[config.mk]
export PLATFORM = sky130hd
export DESIGN_NAME = nor_flash_command_interface
export DESIGN_NICKNAME = d
export VERILOG_FILES = /design/src/rtl/core/nfci_pkg.sv /design/src/rtl/core/nfci_seq_decode.sv /design/src/rtl/core/nor_flash_command_interface.sv
export SDC_FILE = /design/constraint.sdc
export NUM_CORES = 1
export LEC_CHECK = 0
export BUFFER_PORTS_ARGS = -buffer_cell sky130_fd_sc_hd__buf_2
export CORE_UTILIZATION = 45
export CTS_CLUSTER_SIZE = 16
export DETAILED_ROUTE_END_ITERATION = 7
export MAX_ROUTING_LAYER = met4
export PLACE_DENSITY = 0.65
export SLEW_MARGIN = 20
export SYNTH_ARGS = -nofsm -noshare
export SYNTH_HDL_FRONTEND = slang
export SYNTH_SLANG_ARGS = --single-unit
[constraint.sdc]
create_clock -name clk -period 3.1 [get_ports clk]
set_input_delay 0.31 -clock clk [delete_from_list [all_inputs] [get_ports clk]]
set_output_delay 0.31 -clock clk [all_outputs]
set_load 0.02 [all_outputs]
[src/rtl/core/nfci_pkg.sv]
`default_nettype none
package nfci_pkg;

  localparam int unsigned STAGE_W = 3;
  localparam int unsigned CMD_W   = 2;
  localparam int unsigned OP_W    = 2;
  localparam int unsigned CA_W    = 15;
  localparam int unsigned BUSY_W  = 24;

  localparam logic [OP_W-1:0] OP_READ  = 2'd0;
  localparam logic [OP_W-1:0] OP_WRITE = 2'd1;
  localparam logic [OP_W-1:0] OP_TICK  = 2'd2;

  localparam logic [CMD_W-1:0] CMD_NONE         = 2'd0;
  localparam logic [CMD_W-1:0] CMD_PROGRAM      = 2'd1;
  localparam logic [CMD_W-1:0] CMD_SECTOR_ERASE = 2'd2;
  localparam logic [CMD_W-1:0] CMD_CHIP_ERASE   = 2'd3;

  localparam logic [STAGE_W-1:0] ST_IDLE  = 3'd0;
  localparam logic [STAGE_W-1:0] ST_AA1   = 3'd1;
  localparam logic [STAGE_W-1:0] ST_55A   = 3'd2;
  localparam logic [STAGE_W-1:0] ST_PROG  = 3'd3;
  localparam logic [STAGE_W-1:0] ST_ERASE = 3'd4;
  localparam logic [STAGE_W-1:0] ST_AA2   = 3'd5;
  localparam logic [STAGE_W-1:0] ST_55B   = 3'd6;

  localparam logic [CA_W-1:0] UNLOCK_ADDR1 = 15'h5555;
  localparam logic [CA_W-1:0] UNLOCK_ADDR2 = 15'h2aaa;

  localparam logic [7:0] DAT_UNLOCK1 = 8'haa;
  localparam logic [7:0] DAT_UNLOCK2 = 8'h55;
  localparam logic [7:0] DAT_PROGRAM = 8'ha0;
  localparam logic [7:0] DAT_ERASE   = 8'h80;
  localparam logic [7:0] DAT_SECTOR  = 8'h30;
  localparam logic [7:0] DAT_CHIP    = 8'h10;

  localparam logic [1:0] REG_PROGRAM_TICKS = 2'd0;
  localparam logic [1:0] REG_SECTOR_TICKS  = 2'd1;
  localparam logic [1:0] REG_CHIP_TICKS    = 2'd2;

  typedef struct packed {
    logic [STAGE_W-1:0] next_stage;
    logic [CMD_W-1:0]   cmd;
  } seq_out_t;

endpackage
`default_nettype wire

[src/rtl/core/nfci_seq_decode.sv]
`default_nettype none
module nfci_seq_decode
  import nfci_pkg::*;
(
  input  wire logic [STAGE_W-1:0] stage,
  input  wire logic [CA_W-1:0]    cmd_addr,
  input  wire logic [7:0]         wdata,
  output seq_out_t                res
);

  logic at1;
  logic at2;

  assign at1 = (cmd_addr == UNLOCK_ADDR1);
  assign at2 = (cmd_addr == UNLOCK_ADDR2);

  always_comb begin
    res.next_stage = ST_IDLE;
    res.cmd        = CMD_NONE;
    unique case (stage)
      ST_IDLE: begin
        if (at1 && wdata == DAT_UNLOCK1) res.next_stage = ST_AA1;
      end
      ST_AA1: begin
        if (at2 && wdata == DAT_UNLOCK2) res.next_stage = ST_55A;
      end
      ST_55A: begin
        if (at1 && wdata == DAT_PROGRAM) res.next_stage = ST_PROG;
        else if (at1 && wdata == DAT_ERASE) res.next_stage = ST_ERASE;
      end
      ST_PROG: begin
        res.cmd = CMD_PROGRAM;
      end
      ST_ERASE: begin
        if (at1 && wdata == DAT_UNLOCK1) res.next_stage = ST_AA2;
      end
      ST_AA2: begin
        if (at2 && wdata == DAT_UNLOCK2) res.next_stage = ST_55B;
      end
      ST_55B: begin
        // sector erase takes any address, chip erase needs the unlock address
        if (wdata == DAT_SECTOR) res.cmd = CMD_SECTOR_ERASE;
        else if (at1 && wdata == DAT_CHIP) res.cmd = CMD_CHIP_ERASE;
      end
      default: begin
        res.next_stage = ST_IDLE;
      end
    endcase
  end

endmodule
`default_nettype wire

[src/rtl/core/nor_flash_command_interface.sv]
`default_nettype none
// Command side of a parallel NOR flash. Each input transaction is a bus read,
// a bus write or a time tick (in_tuser); every one yields exactly one result
// transaction. One transaction is taken per clock cycle when the output side
// keeps up; a result is presented after passing an input register and a result
// register, and the command tracker and busy countdown are updated in the
// single step between them. Unlock/program/erase sequences are reported on
// out_tuser; while busy, reads return status (bit 7 data polling, bit 6
// toggle). The user must write the duration registers through cfg_* only while
// no transaction is in flight; the block itself does not enforce this.
module nor_flash_command_interface
  import nfci_pkg::*;
#(
  parameter int unsigned ADDR_BITS = 19
) (
  input  wire logic clk,
  input  wire logic rst_n,

  input  wire logic                                     in_tvalid,
  output      logic                                     in_tready,
  // offset, write_data, array_byte (from bit 0 up), zero padded
  input  wire logic [((ADDR_BITS+16+7)/8)*8-1:0]        in_tdata,
  // opcode
  input  wire logic [OP_W-1:0]                          in_tuser,

  output      logic                                     out_tvalid,
  input  wire logic                                     out_tready,
  // read_data, command_address, command_data, busy_res (from bit 0 up), zero padded
  output      logic [((ADDR_BITS+17+7)/8)*8-1:0]        out_tdata,
  // command_issued
  output      logic [CMD_W-1:0]                         out_tuser,

  input  wire logic                                     cfg_wr_en,
  input  wire logic [1:0]                               cfg_index,
  input  wire logic [BUSY_W-1:0]                        cfg_wdata
);

  localparam int unsigned OUT_W = ((ADDR_BITS + 17 + 7) / 8) * 8;

  logic [15:0]         prog_ticks_r;
  logic [BUSY_W-1:0]   sect_ticks_r;
  logic [BUSY_W-1:0]   chip_ticks_r;

  logic                s1_valid_r;
  logic [OP_W-1:0]     s1_op_r;
  logic [ADDR_BITS-1:0] s1_addr_r;
  logic [7:0]          s1_wdata_r;
  logic [7:0]          s1_abyte_r;

  logic [STAGE_W-1:0]  stage_r,   stage_nxt;
  logic [BUSY_W-1:0]   busy_r,    busy_nxt;
  logic                top_bit_r, top_bit_nxt;
  logic                toggle_r,  toggle_nxt;

  logic                out_valid_r;
  logic [7:0]          o_rdata_r,  o_rdata_nxt;
  logic [CMD_W-1:0]    o_cmd_r,    o_cmd_nxt;
  logic [ADDR_BITS-1:0] o_caddr_r, o_caddr_nxt;
  logic [7:0]          o_cdata_r,  o_cdata_nxt;
  logic                o_busy_r;

  logic                adv;
  logic                in_acc;
  logic                busy;
  seq_out_t            seq;

  assign adv       = s1_valid_r && (!out_valid_r || out_tready);
  assign in_tready = !s1_valid_r || adv;
  assign in_acc    = in_tvalid && in_tready;
  assign busy      = (busy_r != '0);

  nfci_seq_decode u_seq (
    .stage    (stage_r),
    .cmd_addr (s1_addr_r[CA_W-1:0]),
    .wdata    (s1_wdata_r),
    .res      (seq)
  );

  always_comb begin
    stage_nxt   = stage_r;
    busy_nxt    = busy_r;
    top_bit_nxt = top_bit_r;
    toggle_nxt  = toggle_r;
    o_rdata_nxt = '0;
    o_cmd_nxt   = CMD_NONE;
    o_caddr_nxt = '0;
    o_cdata_nxt = '0;
    case (s1_op_r)
      OP_READ: begin
        if (busy) begin
          o_rdata_nxt = {top_bit_r, toggle_r, s1_abyte_r[5:0]};
          toggle_nxt  = !toggle_r;
        end else begin
          o_rdata_nxt = s1_abyte_r;
        end
      end
      OP_WRITE: begin
        if (!busy) begin
          stage_nxt = seq.next_stage;
          o_cmd_nxt = seq.cmd;
          case (seq.cmd)
            CMD_PROGRAM: begin
              busy_nxt    = {{(BUSY_W-16){1'b0}}, prog_ticks_r};
              top_bit_nxt = !s1_wdata_r[7];
              o_caddr_nxt = s1_addr_r;
              o_cdata_nxt = s1_wdata_r;
            end
            CMD_SECTOR_ERASE: begin
              busy_nxt    = sect_ticks_r;
              top_bit_nxt = 1'b0;
              o_caddr_nxt = s1_addr_r;
            end
            CMD_CHIP_ERASE: begin
              busy_nxt    = chip_ticks_r;
              top_bit_nxt = 1'b0;
            end
            default: begin
            end
          endcase
        end
      end
      OP_TICK: begin
        if (busy) busy_nxt = busy_r - 1'b1;
      end
      default: begin
      end
    endcase
  end

  always_ff @(posedge clk) begin
    if (!rst_n) begin
      prog_ticks_r <= 16'd20;
      sect_ticks_r <= 24'd25000;
      chip_ticks_r <= 24'd100000;
    end else if (cfg_wr_en) begin
      unique case (cfg_index)
        REG_PROGRAM_TICKS: prog_ticks_r <= cfg_wdata[15:0];
        REG_SECTOR_TICKS:  sect_ticks_r <= cfg_wdata;
        REG_CHIP_TICKS:    chip_ticks_r <= cfg_wdata;
        default: begin
        end
      endcase
    end
  end

  always_ff @(posedge clk) begin
    if (!rst_n) begin
      s1_valid_r <= 1'b0;
    end else if (in_tready) begin
      s1_valid_r <= in_tvalid;
    end
  end

  always_ff @(posedge clk) begin
    if (in_acc) begin
      s1_op_r    <= in_tuser;
      s1_addr_r  <= in_tdata[ADDR_BITS-1:0];
      s1_wdata_r <= in_tdata[ADDR_BITS+7:ADDR_BITS];
      s1_abyte_r <= in_tdata[ADDR_BITS+15:ADDR_BITS+8];
    end
  end

  always_ff @(posedge clk) begin
    if (!rst_n) begin
      stage_r     <= ST_IDLE;
      busy_r      <= '0;
      top_bit_r   <= 1'b0;
      toggle_r    <= 1'b0;
      out_valid_r <= 1'b0;
    end else begin
      if (adv) begin
        stage_r   <= stage_nxt;
        busy_r    <= busy_nxt;
        top_bit_r <= top_bit_nxt;
        toggle_r  <= toggle_nxt;
      end
      if (adv) out_valid_r <= 1'b1;
      else if (out_tready) out_valid_r <= 1'b0;
    end
  end

  always_ff @(posedge clk) begin
    if (adv) begin
      o_rdata_r <= o_rdata_nxt;
      o_cmd_r   <= o_cmd_nxt;
      o_caddr_r <= o_caddr_nxt;
      o_cdata_r <= o_cdata_nxt;
      o_busy_r  <= (busy_nxt != '0);
    end
  end

  assign out_tvalid = out_valid_r;
  assign out_tuser  = o_cmd_r;
  assign out_tdata  = {{(OUT_W-ADDR_BITS-17){1'b0}}, o_busy_r, o_cdata_r, o_caddr_r, o_rdata_r};

endmodule
`default_nettype wire

======== After elaboration in Yosys (flattened, before gate mapping) ========
Index checks and enable logic that the tools add are counted.
word-level totals
  register bits ........................... 170
  output and inout port bits .............. 44
cells by class
  $add $sub $neg .......................... 1
  eq/ne operators ......................... 21
  muxes and demuxes ....................... 18
  bitwise logic cells ..................... 4
  reductions and logical operators ........ 31
operators with widths
  kind                                                                      number
  24-bit case mux with 3 select lines                                       1
  24-bit two-way mux                                                        2
  24-bit case mux with 2 select lines                                       1
  24-bit nonzero test                                                       2
  8-bit equality test (second input constant)                               3
  24-bit by 1-bit subtractor with 24-bit output (second input constant)     1
  15-bit by 14-bit equality test with 1-bit output (second input constant)  1
  15-bit equality test (second input constant)                              1
  3-bit case mux with 5 select lines                                        1
  3-bit two-way mux                                                         4
  3-bit equality test (second input constant)                               3
  2-bit equality test (second input constant)                               4
  8-bit by 5-bit equality test with 1-bit output (second input constant)    1
  8-bit by 6-bit equality test with 1-bit output (second input constant)    1
  8-bit by 7-bit equality test with 1-bit output (second input constant)    1
  8-bit two-way mux                                                         1
  1-bit logical AND                                                         7
  2-bit by 1-bit equality test with 1-bit output (second input constant)    3
  3-bit by 2-bit equality test with 1-bit output (second input constant)    2
  2-bit two-way mux                                                         3
  2-bit AND reduction                                                       3
  3-bit AND reduction                                                       2
  2-bit OR reduction                                                        3
  3-bit OR reduction                                                        2
  11 further kinds                                                          22

======== Longest topological paths before layout ========
Gate-level depths: netlist (run 1).
  word-level depth ........................ 10
  gate-level depth with buffers ........... 15
  mapped depth without buffers ............ 13

======== By module ========
From an unflattened synthesis (run 1), not the netlist that was laid out.
second synthesis, totals
  cells, all modules ...................... 816
  area, all modules ....................... 7,746.2 um^2
modules (own cells, without submodules)
  module                       instances  cells each  area each (um^2)  seq. area each (um^2)
  nor_flash_command_interface  1          785         7,489.7           4,154.0
  nfci_seq_decode              1          31          256.5             0.0

======== Worst setup path before layout (run 1) ========
OpenSTA, ideal clock, no wires.
  path type ............................... reg-to-reg
  from .................................... register s1_wdata_r[1]
  to ...................................... register o_busy_r (data pin)
  data arrival time ....................... 3.093 ns
  path slack .............................. -0.270 ns
  cell stages (with the launch flop) ...... 13
  path through ............................ edfxtp_1 -> or4b_2 -> nor3_1 -> a32oi_1 -> ha_1 -> clkbuf_1 -> clkbuf_1 -> a222oi_1 -> o22ai_1 -> nor4b_1 -> nand4_1 -> nor4_1 -> nand4_1
on the way
  longest elaborated chain between the ends .. 10
  elaborated cells on any way between the ends .. 13
  classes of those cells .................. 5 x eq/ne; 6 x mux; 2 x reduce/logical
ends and longest elaborated chain
  what                                                                                   RTL line                            RTL
  start: declaration                                                                     nor_flash_command_interface.sv:47   logic [7:0] s1_wdata_r;
  start signal: assignment                                                               nor_flash_command_interface.sv:158  s1_wdata_r <= in_tdata[ADDR_BITS+7:ADDR_BITS];
  8-bit by 5-bit equality test with 1-bit output                                         nfci_seq_decode.sv:43               else if (at1 && wdata == DAT_CHIP) res.cmd = CMD_CHIP_ERASE;
  1-bit logical AND                                                                      nfci_seq_decode.sv:43
  2-bit two-way mux                                                                      nfci_seq_decode.sv:43
  2-bit two-way mux (*)                                                                  nfci_seq_decode.sv:42               if (wdata == DAT_SECTOR) res.cmd = CMD_SECTOR_ERASE;
  2-bit case mux with 2 select lines (*)                                                 nfci_seq_decode.sv:20               unique case (stage)
  2-bit equality test or 2-bit by 1-bit equality test with 1-bit output (tied branches)  nor_flash_command_interface.sv:101  case (seq.cmd)
  24-bit case mux with 3 select lines (*)                                                nor_flash_command_interface.sv:101
  24-bit two-way mux (*)                                                                 nor_flash_command_interface.sv:98   if (!busy) begin
  24-bit case mux with 2 select lines (*)                                                nor_flash_command_interface.sv:88   case (s1_op_r)
  24-bit nonzero test (*)                                                                nor_flash_command_interface.sv:188  o_busy_r <= (busy_nxt != '0);
  end signal: assignment                                                                 nor_flash_command_interface.sv:188
  end: declaration                                                                       nor_flash_command_interface.sv:60   logic o_busy_r;
Every way passes the cells marked *; elsewhere a longest branch is shown, timed or not.
A chain may end at the register's enable or synchronous reset.

======== Worst setup path after layout (run 1) ========
  from .................................... register s1_addr_r[9]
  to ...................................... register o_busy_r (data pin)
on the way
  longest elaborated chain between the ends .. 10
  elaborated cells on any way between the ends .. 12
  classes of those cells .................. 4 x eq/ne; 6 x mux; 2 x reduce/logical
ends and longest elaborated chain
  what                                                                                   RTL line                            RTL
  start: declaration                                                                     nor_flash_command_interface.sv:46   logic [ADDR_BITS-1:0] s1_addr_r;
  start signal: assignment                                                               nor_flash_command_interface.sv:157  s1_addr_r <= in_tdata[ADDR_BITS-1:0];
  15-bit equality test (*)                                                               nfci_seq_decode.sv:14               assign at1 = (cmd_addr == UNLOCK_ADDR1);
  1-bit logical AND (*)                                                                  nfci_seq_decode.sv:43
  2-bit two-way mux (*)                                                                  nfci_seq_decode.sv:43
  2-bit two-way mux (*)                                                                  nfci_seq_decode.sv:42
  2-bit case mux with 2 select lines (*)                                                 nfci_seq_decode.sv:20
  2-bit equality test or 2-bit by 1-bit equality test with 1-bit output (tied branches)  nor_flash_command_interface.sv:101
  24-bit case mux with 3 select lines (*)                                                nor_flash_command_interface.sv:101
  24-bit two-way mux (*)                                                                 nor_flash_command_interface.sv:98
  24-bit case mux with 2 select lines (*)                                                nor_flash_command_interface.sv:88
  24-bit nonzero test (*)                                                                nor_flash_command_interface.sv:188
Marked as above.

==> metrics list, run 1 <==
- Std-Cell Core Area: 17200 um^2
- Row cnt: 48
* Deepest clock path buffer count: 2
* DRC Markers: 0
- Number of DRC violations after detailed-routing iteration 0: 652
* Drt total wl: 23100 um
* Setup repair after global routing missed its margin: yes
- Counting flops and latches in the post-synthesis netlist gives 170.
* HPWL after detailed placement: 15800 um
* Non-Filler Cell Area, Final: 10700 um^2
* Layout Skew: 0.00980 ns
- The worst hold path begins at in_tdata[16].
* Clock Tree Root: sky130_fd_sc_hd__clkbuf_16
- Sequential element share of the synthesized area: 52.5%
* Worst voltage drop across the vdd grid: 0.431 mV
- The tightest min-delay check is of the input port to flop type.
- Final Util: 62.0%
* Port Buf Inserts: 107
- The checks that failed: setup timing.
- Transition time of the tightest slew-check pin: 1.03 ns
* Total of endpoints with negative setup slack in the final report: 13
* Pwr Density: 538 nW/um^2
- The worst register-to-register path has a depth of 15.
* Register-to-Register Setup Slack: -0.34 ns
* Post-synth design cell area: 7920 um^2
- Count of hold buffers inserted by post-cts repair: 0
* Nets: 1101
- Die Ht: 135 um
* Number of diodes added for antenna fixing: 0
* Switching power: 0.00150 W
* Residual antenna-violating net count after detailed routing: 0
- Sum of overflow across all layers after global routing: 0
* Mapped Avg Cell Area: 9.78 um^2
* End point of the most critical hold path: s1_addr_r[16]$_DFFE_PP_
* Clock tree from TritonCTS: yes
- The synthesized design contains 75 enable-type register cells.
- Subtracting the final worst setup slack from the clock period gives 3.44 ns.
- TritonCTS created 17 clock buffers.
- Total cell area at the placement stage: 9410 um^2
- Of the total power, combinational logic draws 14.9%.
* Number of global-route vias before repair: 6736
- Cells with a size suffix above 1 make up 33.7% of the layout.
- Width of the die: 135 um
* First-pass GRT wire length: 35400 um
* Worst hold-check slack: 0.0524 ns
* Number of detailed-routing iterations run before antenna repair: 8
- I/O pin count: 117
- Across the run, the number of max-cap violations was 0.
- Final Max Slew Viols: 0
* Area Growth Syn to Fin: 35.0%
- Clock slew at reported path FFs: 0.07 ns
* Critical path class: flop to flop
* Routability Congestion: 1.01
- Sequential cells account for 43.6% of the total power.
- Along the worst hold path, the cell count comes to 1.
- Clock network power share: 41.5%
- Total power for the finished layout comes to 0.00574 W.
- Clk_lat worst skew: 0.43 ns
- Maximum clock rate: 291 MHz
* Largest net degree at the start of global routing: 56
- Leakage power summed over all cells: 4.34 nW
- RR Startpoint: s1_addr_r[9]$_DFFE_PP_
* Area of the die: 18100 um^2
* Crit path arrival time: 3.60 ns
- Number of hold-slack violations in the final timing report: 0
* CP Max Fanout: 7
- The flow ran to the end, but the final reports show violations.
* Unique masters post-synth: 77
- Number of clock sinks seen by CTS: 170
- Synthesized netlist cell count: 810
* Final critical-path setup slack: -0.336 ns
- Reg2Reg Capture Point: o_busy_r$_DFFE_PP_
* Vias per std cell: 5.68
* Required @ worst endpoint: 3.26 ns
* Yosys warning total: 0
- The initial antenna violation count came to 0.
- The H-tree was split into 4 levels.
* Pre-CTS setup slack: -0.466 ns
* Worst Setup End Kind: flop
* Headroom to the max-slew limit: 31.2%
* Startpoint kind of the worst setup timing path: flop
- Internal: 0.00425 W
- Mean routed wirelength per cell: 18.4 um
- Via count: 7147
- Net switching is 26.0% of the power.
- For this configuration, the core starts out at a cell density of 45.9%.
* All-Layer GR Usage: 26.1%
- Of all flip-flops after synthesis, the portion carrying an async set or reset was 0%.
- Primary flip-flop cell chosen by synthesis mapping: sky130_fd_sc_hd__dfxtp_1
* Portion of the clock cycle consumed by the worst path in the final layout: 111%
-- per-layer routing --
layer / global-route usage, % / vias up / share of wire (%)
met5: - / - / 0
li1: - / 3369 / -
met3: 4.65 / 44 / 7.4
met2: 39.3 / 332 / 46
met1: 35.1 / 3402 / 44
met4: 9.68 / 0 / 2.3
-- sequential cells by signal, summed over array words and instances (netlist names) --
name,flops
out_tvalid,1
top_bit_r,1
s1_abyte_r,8
s1_valid_r,1
o_busy_r,1
out_tuser,2
chip_ticks_r,24
s1_op_r,2
busy_r,24
s1_wdata_r,8
o_rdata_r,8
toggle_r,1
s1_addr_r,19
o_caddr_r,19
o_cdata_r,8
prog_ticks_r,16
stage_r,3
sect_ticks_r,24
-- critical path, cell delays in order (launching register included) --
cell	delay (ns)
sky130_fd_sc_hd__edfxtp_1	0.42
sky130_fd_sc_hd__nor4bb_2	0.31
sky130_fd_sc_hd__nand4_1	0.21
sky130_fd_sc_hd__nor3_2	0.23
sky130_fd_sc_hd__a32oi_2	0.10
sky130_fd_sc_hd__buf_4	0.17
sky130_fd_sc_hd__ha_4	0.15
sky130_fd_sc_hd__nand2b_4	0.14
sky130_fd_sc_hd__nor4_4	0.32
sky130_fd_sc_hd__a21o_4	0.23
sky130_fd_sc_hd__buf_4	0.13
sky130_fd_sc_hd__buf_6	0.09
sky130_fd_sc_hd__nand2_2	0.03
sky130_fd_sc_hd__a211o_1	0.29
sky130_fd_sc_hd__nor3_2	0.23
sky130_fd_sc_hd__nand4_1	0.11
-- how the worst max path moves through the flow --
| stage | from | endpoint | slack, ns | cells after the start |
|---|---|---|---|---|
| after floorplan | s1_wdata_r[7]$_DFFE_PP_ | o_busy_r$_DFFE_PP_ | -0.002 | 13 |
| after global placement | s1_addr_r[7]$_DFFE_PP_ | o_busy_r$_DFFE_PP_ | -0.34 | 14 |
| after detailed placement | s1_addr_r[9]$_DFFE_PP_ | o_busy_r$_DFFE_PP_ | -0.47 | 15 |
| after CTS | s1_addr_r[9]$_DFFE_PP_ | o_busy_r$_DFFE_PP_ | -0.30 | 15 |
| after global routing | s1_addr_r[7]$_DFFE_PP_ | o_busy_r$_DFFE_PP_ | -0.52 | 15 |
| final | s1_addr_r[9]$_DFFE_PP_ | o_busy_r$_DFFE_PP_ | -0.34 | 15 |
-- synthesized netlist by cell type, types with 4 or more instances --
cell                       instances  area (um^2)
sky130_fd_sc_hd__nand2_1         174          653
sky130_fd_sc_hd__dfxtp_1          95         1900
sky130_fd_sc_hd__edfxtp_1         75         2250
sky130_fd_sc_hd__a21boi_0         56          420
sky130_fd_sc_hd__clkbuf_1         39          146
sky130_fd_sc_hd__and2_1           36          225
sky130_fd_sc_hd__nor2_1           33          124
sky130_fd_sc_hd__nand3_1          27          135
sky130_fd_sc_hd__nor3_1           19         95.1
sky130_fd_sc_hd__o211a_1          18          180
sky130_fd_sc_hd__o21ai_0          17         85.1
sky130_fd_sc_hd__a222oi_1         16          160
sky130_fd_sc_hd__inv_1            16         60.1
sky130_fd_sc_hd__a21oi_1          14         70.1
sky130_fd_sc_hd__nor4_1           12         75.1
sky130_fd_sc_hd__nand4_1          10         62.6
sky130_fd_sc_hd__a22oi_1           9         67.6
sky130_fd_sc_hd__ha_1              8          100
sky130_fd_sc_hd__or3_1             8         50.1
sky130_fd_sc_hd__buf_4             7         52.6
sky130_fd_sc_hd__buf_2             6         30.0
sky130_fd_sc_hd__nor3b_1           6         45.0
sky130_fd_sc_hd__o21a_1            6         45.0
sky130_fd_sc_hd__or4_1             6         45.0
sky130_fd_sc_hd__nand2b_1          5         31.3
sky130_fd_sc_hd__o21ai_1           5         25.0
sky130_fd_sc_hd__o22ai_1           5         31.3
sky130_fd_sc_hd__o31ai_1           5         37.5
sky130_fd_sc_hd__buf_6             4         45.0
sky130_fd_sc_hd__nor2b_1           4         25.0
sky130_fd_sc_hd__nor4bb_1          4         40.0
sky130_fd_sc_hd__o211ai_1          4         30.0
-- power groups by stage --
stage | Combinational (W) | Sequential [W] | Clock, W
after floorplan | 0.000403 | 0.00256 | 0
after global placement | 0.000760 | 0.00255 | 0
after detailed placement | 0.000750 | 0.00255 | 0
after CTS | 0.000796 | 0.00250 | 0.00241
after global routing | 0.000911 | 0.00252 | 0.00249
final | 0.000856 | 0.00251 | 0.00238
-- through the flow --
step	cells	TNS (ns)
after CTS	1250	-1.09
final	1258	-1.79
after global routing	1258	-5.28
after floorplan	813	-0.00204
after global placement	1203	-1.59
after detailed placement	1203	-2.94
-- cells by family after synthesis --
logic type	synth area share (%)
mux	0.411
fa+ha+maj	1.26
buf+inv	4.27
xor+xnor	0.221
compound gates	18.5
flops	52.5
other cells	0.0474
simple gates	22.8
-- final cells by class --
| class | count | area (um^2) |
|---|---|---|
| clock buffer | 18 | 429 |
| clock inverter | 14 | 238 |
| fill | 1420 | 6550 |
| inverter | 17 | 66.3 |
| multi-input combinational | 570 | 3890 |
| sequential | 170 | 4150 |
| tap | 225 | 282 |
| timing repair buffer | 244 | 1630 |
-- cells in the final DEF (no fill, tap or decap), drive strengths merged, types with 4 or more instances in the layout --
master	netlist	final
nand3	27	27
nor3b	6	6
or3	8	8
clkbuf	39	18
nand4	10	10
nor4bb	4	4
nor3	20	20
buf	17	244
or4	7	7
inv	16	21
and2	36	36
a22oi	9	9
a211oi	4	4
o22ai	5	5
conb	1	4
edfxtp	75	75
o31ai	5	5
nand2	174	174
nor2	33	33
ha	8	8
a21boi	57	57
nor2b	4	4
o21ai	22	22
nor4	14	14
o211a	18	18
a222oi	16	16
nand2b	5	5
a21oi	16	16
o21a	6	6
bufinv	0	5
o211ai	4	4
dfxtp	95	95
-- what timing repair did --
item | 4_1_cts | 5_1_grt
hold endpoints to repair | 0 | 0
setup endpoints to repair | 18 | 25
pin swaps | 18 | 23
gates resized for setup | 41 | 49
gates cloned | 0 | 0
buffers inserted | 15 | 9
No activity file was read; power rests on OpenSTA's default activity.
==> run 2, diff against run 1 <==
--- a/config.mk
+++ b/config.mk
@@ -11,6 +11,7 @@
 export DETAILED_ROUTE_END_ITERATION = 7
 export MAX_ROUTING_LAYER = met4
 export PLACE_DENSITY = 0.65
+export REMOVE_ABC_BUFFERS = 1
 export SLEW_MARGIN = 20
 export SYNTH_ARGS = -nofsm -noshare
 export SYNTH_HDL_FRONTEND = slang
==> metrics list, run 2 (synthesis results as in run 1) <==
* Run status: finished, violations left (unchanged)
- Failing checks: DRC, setup timing (was setup timing)
- Number of non-filler instances in the completed layout: 1266 (was 1258)
- The slew of the pin with the lowest slew margin was 1.05 ns (was 1.03 ns).
* I/O pin count: 117 (unchanged)
- HPWL after detailed placement: 16100 um (was 15800 um)
- The H-tree depth came to 4 (unchanged).
- Largest net degree at the start of global routing: 96 (was 56)
- The cts-stage hold buffer count came to 0 (unchanged).
- Critical hold path startpoint: in_tdata[9] (was in_tdata[16])
- The shortest period the worst path allows came to 3.43 ns (was 3.44 ns).
- Port Buf Inserts: 107 (unchanged)
* Total of endpoints with negative setup slack in the final report: 4 (was 13)
- The type of the most critical hold path is input port to flop (unchanged).
* Fill cells: 1448 (was 1420)
- Mean routed wirelength per cell: 18.5 um (was 18.4 um)
- Worst voltage drop across the vdd grid: 0.407 mV (was 0.431 mV)
* Worst Setup End Kind: flop (unchanged)
- Layout Skew: 0.00955 ns (was 0.00980 ns)
* Final Max Slew Viols: 0 (unchanged)
- The number of nets at the end of the flow is 1109 (was 1101).
- Number of diodes added for antenna fixing: 0 (unchanged)
- Leakage power summed over all cells: 4.30 nW (was 4.34 nW)
- RR Startpoint: s1_wdata_r[1]$_DFFE_PP_ (was s1_addr_r[9]$_DFFE_PP_)
- The relative slew slack is 30.3% (was 31.2%).
- Max capacitance violation total: 0 (unchanged)
- The initial antenna violation count is 0 (unchanged).
* Worst setup path start: s1_wdata_r[1]$_DFFE_PP_ (was s1_addr_r[9]$_DFFE_PP_)
- The number of clock buffers inserted by TritonCTS came to 17 (unchanged).
- Clk_lat worst skew: 0.43 ns (about the same)
* Non-Filler Cell Area, Final: 10600 um^2 (was 10700 um^2)
* Reg area: 4150 um^2 (unchanged)
* Pwr Density: 510 nW/um^2 (was 538 nW/um^2)
* Vias per std cell: 5.63 (was 5.68)
- Crit path largest cell delay: 0.58 ns (was 0.42 ns)
* Area Growth Syn to Fin: 34.3% (was 35.0%)
- Width of the die: 135 um (unchanged)
* Portion of the clock cycle consumed by the worst path in the final layout: 111% (about the same)
- Cells traversed along the worst timing path: or4b_4 > nor3_4 > nand3b_1 > ha_2 > buf_12 > a222oi_1 > a21oi_1 > o21ai_1 > nor4b_4 > nand4_1 > nor4_1 > nand4_1 (was nor4bb_2 > nand4_1 > nor3_2 > a32oi_2 > buf_4 > ha_4 > nand2b_4 > nor4_4 > a21o_4 > buf_4 > buf_6 > nand2_2 > a211o_1 > nor3_2 > nand4_1)
- The overall routed net length is 23500 um (was 23100 um).
- Number of DRC violations after detailed-routing iteration 0: 551 (was 652)
- Maximum clock rate: 292 MHz (was 291 MHz)
* Routability Congestion: 1.00 (was 1.01)
- Post-Route Setup TNS: -0.576 ns (was -1.79 ns)
- Setup repair after global routing missed its margin: yes (unchanged).
- The via count of the first global-routing pass was 6706 (was 6736).
* Number of detailed-routing iterations run before antenna repair: 8 (unchanged)
* Std-Cell Core Area: 17200 um^2 (unchanged)
- Crit path arrival time: 3.59 ns (was 3.60 ns)
* Number of hold-slack violations in the final timing report: 0 (unchanged)
- The buffer cell driving the clock tree root is sky130_fd_sc_hd__clkbuf_16 (unchanged).
- The final worst-path setup slack came to -0.328 ns (was -0.336 ns).
* Critical path class: flop to flop (unchanged)
- Row cnt: 48 (unchanged)
- Startpoint kind of the worst setup timing path: flop (unchanged)
- CP max-delay cell: sky130_fd_sc_hd__or4b_4 (was sky130_fd_sc_hd__edfxtp_1)
- Layout cell share with drive strength beyond 1: 33.5% (was 33.7%)
- The die height came to 135 um (unchanged).
- Number of clock sinks seen by CTS: 170 (unchanged)
- The number of placed instances with taps included came to 1210 (was 1203).
* CP Max Fanout: 14 (was 7)
- Initial Utilization: 45.9% (unchanged)
* DRC Markers: 1 (was 0)
- The die outline area came to 18100 um^2 (unchanged).
* First-pass GRT wire length: 36100 um (was 35400 um)
- The clock tree from TritonCTS was yes (unchanged).
- Most repeated library cell on the critical path: sky130_fd_sc_hd__nand4_1
* Via count: 7129 (was 7147)
- Largest registers in the final layout: busy_r (24), chip_ticks_r (24), sect_ticks_r (24) (unchanged)
- Multi-input combinational cell area: 3800 um^2 (was 3890 um^2)
- The total congestion overflow after global routing is 0 (unchanged).
- The overall fraction of global-route tracks in use was 26.9% (was 26.1%).
* Deepest clock path buffer count: 2 (unchanged)
- Highest-count cells in the layout ignoring fill and taps: sky130_fd_sc_hd__nand2_1 (169), sky130_fd_sc_hd__buf_4 (128), sky130_fd_sc_hd__buf_2 (107) (was sky130_fd_sc_hd__nand2_1 (169), sky130_fd_sc_hd__buf_4 (125), sky130_fd_sc_hd__buf_2 (108)).
- Residual antenna-violating net count after detailed routing: 0 (unchanged)
* Total cell area at the placement stage: 9450 um^2 (was 9410 um^2)
- Clock slew at reported path FFs: 0.07 ns (about the same)
* Leading cell type in the layout, fill and taps excluded: sky130_fd_sc_hd__nand2_1 (unchanged)
* Required @ worst endpoint: 3.26 ns (about the same)
-- run 2: changes by cell type in the layout (fill, tap and decap cells not counted), moves of 3 or more --
cell / change
sky130_fd_sc_hd__buf_4: +3
sky130_fd_sc_hd__a22oi_1: -3
sky130_fd_sc_hd__inv_8: -3
sky130_fd_sc_hd__buf_12: +3
sky130_fd_sc_hd__a22oi_2: +3
sky130_fd_sc_hd__a21oi_2: -3
sky130_fd_sc_hd__bufinv_16: -4
sky130_fd_sc_hd__inv_6: +4
sky130_fd_sc_hd__a21oi_1: +3
-- run 2: per-layer routing --
metal | track usage (%) | vias up | wire, um
met5 | - | - | 0
met4 | 10.9 | 0 | 727
met3 | 6.12 | 61 | 1420
met2 | 42.7 | 261 | 11300
met1 | 33.2 | 3416 | 10000
li1 | - | 3391 | -
-- run 2: per-stage QoR --
step / worst slack (ns) / utilization (%) / power (W) / hold WS (ns)
after floorplan: -0.284 / - / 0.00292 / 0.382
after global placement: -0.647 / 54.8 / 0.00335 / 0.449
after detailed placement: -0.696 / 54.8 / 0.00335 / 0.457
after CTS: -0.300 / 60.1 / 0.00541 / 0.0378
after global routing: -0.450 / 61.7 / 0.00561 / 0.0327
final: -0.328 / 61.7 / 0.00543 / 0.0537
-- run 2: worst max-delay path: cells and delay by family, from the launching register on --
| kind | cells | cell delay (ns) |
|---|---|---|
| and+or+nand+nor | 7 | 1.79 |
| DFF | 1 | 0.39 |
| AOI/OAI and AO/OA | 3 | 0.59 |
| buffers and inverters | 1 | 0.15 |
| adders and majority gates | 1 | 0.24 |
-- run 2: repair_timing --
action	in CTS	in global routing
resized for setup	46	41
setup buffers	17	12
pin swaps	32	28
hold endpoints to repair	0	0
endpoints found under the setup margin	24	24
gates cloned	1	1
-- run 2: layout make-up --
class / count / area share [%]
Inverter: 17 / 0.647
Clock inverter: 13 / 1.09
Multi-Input combinational cell: 570 / 35.8
Sequential cell: 170 / 39.1
Timing Repair Buffer: 252 / 16.7
Clock buffer: 19 / 4.07
Tap cell: 225 / 2.65
-- run 2: power breakdown --
part / switching [W] / internal (W) / total [W]
Clock: 0.000910 / 0.00111 / 0.00202
Sequential: 0.0000628 / 0.00244 / 0.00250
Combinational: 0.000508 / 0.000393 / 0.000901
-- run 2: worst paths after layout --
path,to,slack [ns],cells after the start
worst min register to register,chip_ticks_r[0]$_SDFFE_PN0P_,0.46,2
worst max-delay path,o_busy_r$_DFFE_PP_,-0.33,12
worst max register to register,o_busy_r$_DFFE_PP_,-0.33,12
worst min-delay path,s1_addr_r[9]$_DFFE_PP_,0.05,1
==> run 3, diff against run 2 <==
--- a/config.mk
+++ b/config.mk
@@ -5,12 +5,12 @@
 export SDC_FILE = /design/constraint.sdc
 export NUM_CORES = 1
 export LEC_CHECK = 0
-export BUFFER_PORTS_ARGS = -buffer_cell sky130_fd_sc_hd__buf_2
 export CORE_UTILIZATION = 45
 export CTS_CLUSTER_SIZE = 16
 export DETAILED_ROUTE_END_ITERATION = 7
+export DONT_BUFFER_PORTS = 1
 export MAX_ROUTING_LAYER = met4
-export PLACE_DENSITY = 0.65
+export PLACE_DENSITY = 0.59
 export REMOVE_ABC_BUFFERS = 1
 export SLEW_MARGIN = 20
 export SYNTH_ARGS = -nofsm -noshare
==> metrics list, run 3 (synthesis results as in run 1) <==
* Drt total wl: 25200 um (was 23500 um)
- The final-layout setup total negative slack was -0.458 ns (was -0.576 ns).
- Number of detailed-routing iterations run before antenna repair: 5 (was 8)
- The final hold violation count is 0 (unchanged).
* Number of clock sinks seen by CTS: 170 (unchanged)
- The number of routed nets with antenna violations is 0 (unchanged).
- Transition time of the tightest slew-check pin: 1.09 ns (was 1.05 ns)
- The highest cell delay on the worst timing path came to 0.58 ns (about the same).
- The launching point of the worst reg2reg path was s1_wdata_r[7]$_DFFE_PP_ (was s1_wdata_r[1]$_DFFE_PP_).
- Clock slew at reported path FFs: 0.07 ns (about the same)
- Setup repair after global routing missed its margin: yes (unchanged).
- The maximum count of clock buffers along a single path is 2 (unchanged).
* Area Growth Syn to Fin: 31.1% (was 34.3%)
- HPWL after detailed placement: 17300 um (was 16100 um)
* Final Max Slew Viols: 0 (unchanged)
* Total of endpoints with negative setup slack in the final report: 3 (was 4)
- The number of I/O port buffers was 0 (was 107).
- The initial core utilization came to 45.9% (unchanged).
* Wire length on met2: 12200 um (was 11300 um)
* End point of the most critical hold path: s1_valid_r$_SDFFE_PN0N_ (was s1_addr_r[9]$_DFFE_PP_)
- Clock tree from TritonCTS: yes (unchanged)
- The die outline area is 18100 um^2 (unchanged).
- Critical hold path startpoint: rst_n (was in_tdata[9])
- Number of CTS-inserted buffers: 17 (unchanged)
- Antenna violations before repair: 0 (unchanged)
- First-pass GRT wire length: 38600 um (was 36100 um)
- Run status: finished, violations left (unchanged)
- All-Layer GR Usage: 29.3% (was 26.9%)
* Worst hold path class: input port to flop (unchanged)
* Leakage power summed over all cells: 4.01 nW (was 4.30 nW)
* Width of the die: 135 um (unchanged)
* Via count: 6988 (was 7129)
* Portion of the clock cycle consumed by the worst path in the final layout: 113% (was 111%)
- Number of global-route vias before repair: 6991 (was 6706)
- Worst voltage drop across the vdd grid: 0.403 mV (was 0.407 mV)
* Largest registers in the final layout: busy_r (24), chip_ticks_r (24), sect_ticks_r (24) (unchanged)
- Pwr Density: 520 nW/um^2 (was 510 nW/um^2)
- The most repeated library cell on the critical path was sky130_fd_sc_hd__buf_4 (was sky130_fd_sc_hd__nand4_1).
* Number of non-filler instances in the completed layout: 1197 (was 1266)
- Clock Tree Root: sky130_fd_sc_hd__clkbuf_16 (unchanged)
- Layout cell share with drive strength beyond 1: 22.7% (was 33.5%)
* Mean routed wirelength per cell: 21.0 um (was 18.5 um)
- Time the final worst path needs with I/O delays and setup: 3.49 ns (was 3.43 ns)
- The number of nets at the end of the flow came to 1040 (was 1109).
- Cells traversed along the worst timing path: or4b_4 > nor3_4 > nand3b_1 > buf_4 > ha_4 > buf_4 > buf_4 > a222oi_1 > o32ai_2 > a21oi_2 > nand4_1 > nor4_1 > nand4_1 (was or4b_4 > nor3_4 > nand3b_1 > ha_2 > buf_12 > a222oi_1 > a21oi_1 > o21ai_1 > nor4b_4 > nand4_1 > nor4_1 > nand4_1).
- Routability Congestion: 0.957 (was 1.00)
- Vias per std cell: 5.84 (was 5.63)
* Clk_lat worst skew: 0.44 ns (was 0.43 ns)
* Layout Skew: 0.0105 ns (was 0.00955 ns)
- The count of standard-cell rows was 48 (unchanged).
- The total of max-cap violations is 0 (unchanged).
- The placeable core region was 17200 um^2 (unchanged).
- Number of diodes added for antenna fixing: 0 (unchanged)
* Clock H-tree levels: 4 (unchanged)
- Required @ worst endpoint: 3.27 ns (was 3.26 ns)
* CP Max Fanout: 7 (was 14)
- The met3 layer wire length in the routed design came to 1420 um (about the same).
- FF-to-FF path depth: 13 (was 12)
- DRC Markers: 0 (was 1)
- The sum of internal, switching and leakage power is 0.00539 W (was 0.00543 W).
* Startpoint kind of the worst setup timing path: flop (unchanged)
* Crit path arrival time: 3.66 ns (was 3.59 ns)
- Maximum clock rate: 287 MHz (was 292 MHz)
* Total routed wire length on the met1 layer: 10900 um (was 10000 um)
- Top Metal Used: met4 (unchanged)
* Highest-count cells in the layout ignoring fill and taps: sky130_fd_sc_hd__nand2_1 (173), sky130_fd_sc_hd__buf_4 (123), sky130_fd_sc_hd__dfxtp_1 (95) (was sky130_fd_sc_hd__nand2_1 (169), sky130_fd_sc_hd__buf_4 (128), sky130_fd_sc_hd__buf_2 (107))
* Final critical-path setup slack: -0.389 ns (was -0.328 ns)
- Largest net degree at the start of global routing: 78 (was 96)
* Leading cell type in the layout, fill and taps excluded: sky130_fd_sc_hd__nand2_1 (unchanged)
* Failing checks: setup timing (was DRC, setup timing)
- Sum of overflow across all layers after global routing: 0 (unchanged)
- The critical path endpoint category is a flop (unchanged).
- The setup slack of the worst register-to-register path is -0.39 ns (was -0.33 ns).
* Number of DRC violations after detailed-routing iteration 0: 543 (was 551)
- The utilization after layout was 60.2% (was 61.7%).
- The destination of the worst register-to-register timing path is o_busy_r$_DFFE_PP_ (unchanged).
- The relative slew slack came to 27.3% (was 30.3%).
- The type of the worst setup path is flop to flop (unchanged).
- The die height is 135 um (unchanged).
- CP max-delay cell: sky130_fd_sc_hd__or4b_4 (unchanged)
- The count of cells along the worst hold path came to 1 (unchanged).
* I/O pin count: 117 (unchanged)
* Worst hold-check slack: 0.00913 ns (was 0.0537 ns)
* Post-Place Cells: 1101 (was 1210)
run 3: cell type report:
| class | instances | area, um^2 |
|---|---|---|
| flip-flops and latches | 170 | 4150 |
| multi-input cells | 570 | 3740 |
| clock inverters | 13 | 131 |
| repair buffers | 183 | 1570 |
| clock buffers | 19 | 433 |
| well taps | 225 | 282 |
| fillers | 1439 | 6850 |
| inverters | 17 | 63.8 |
run 3: power breakdown:
group          internal (W)  total, W  switching [W]
Combinational      0.000358  0.000808       0.000450
Sequential          0.00244   0.00254      0.0000938
Clock               0.00107   0.00205       0.000984
run 3: worst max path at each step:
stage / start / end / cells past startpoint
finish: s1_wdata_r[7]$_DFFE_PP_ / o_busy_r$_DFFE_PP_ / 13
global route: s1_addr_r[5]$_DFFE_PP_ / o_busy_r$_DFFE_PP_ / 14
CTS: s1_wdata_r[7]$_DFFE_PP_ / o_busy_r$_DFFE_PP_ / 13
detailed placement: s1_wdata_r[1]$_DFFE_PP_ / o_busy_r$_DFFE_PP_ / 13
global placement: s1_wdata_r[1]$_DFFE_PP_ / o_busy_r$_DFFE_PP_ / 13
floorplan: s1_wdata_r[1]$_DFFE_PP_ / o_busy_r$_DFFE_PP_ / 11
run 3: stage by stage:
step           area (um^2)  worst slack, ns
2_1_floorplan         7660           -0.284
3_3_place_gp          8860           -0.652
3_5_place_dp          8860           -0.690
4_1_cts              10100           -0.356
5_1_grt              10400           -0.481
6_report             10400           -0.389
run 3: repair_timing:
action	in CTS	in global routing
hold buffers	47	1
resized for setup	34	33
pin swaps	20	23
endpoints found under the hold margin	55	5
buffers inserted	7	7
endpoints found under the setup margin	24	23
run 3: worst max-delay path: cells and delay by family (launching register included):
| family | cells | cell delay (ns) |
|---|---|---|
| AO/OA/AOI/OAI | 3 | 0.80 |
| adder cells (fa/ha/maj) | 1 | 0.20 |
| buffers and inverters | 3 | 0.43 |
| flip-flops | 1 | 0.40 |
| AND/OR/NAND/NOR | 6 | 1.39 |
run 3: per-layer routing:
metal	up-vias	global-route usage [%]
li1	3262	-
met1	3448	36.9
met2	228	46.3
met3	50	5.97
met4	0	11.6
met5	-	-
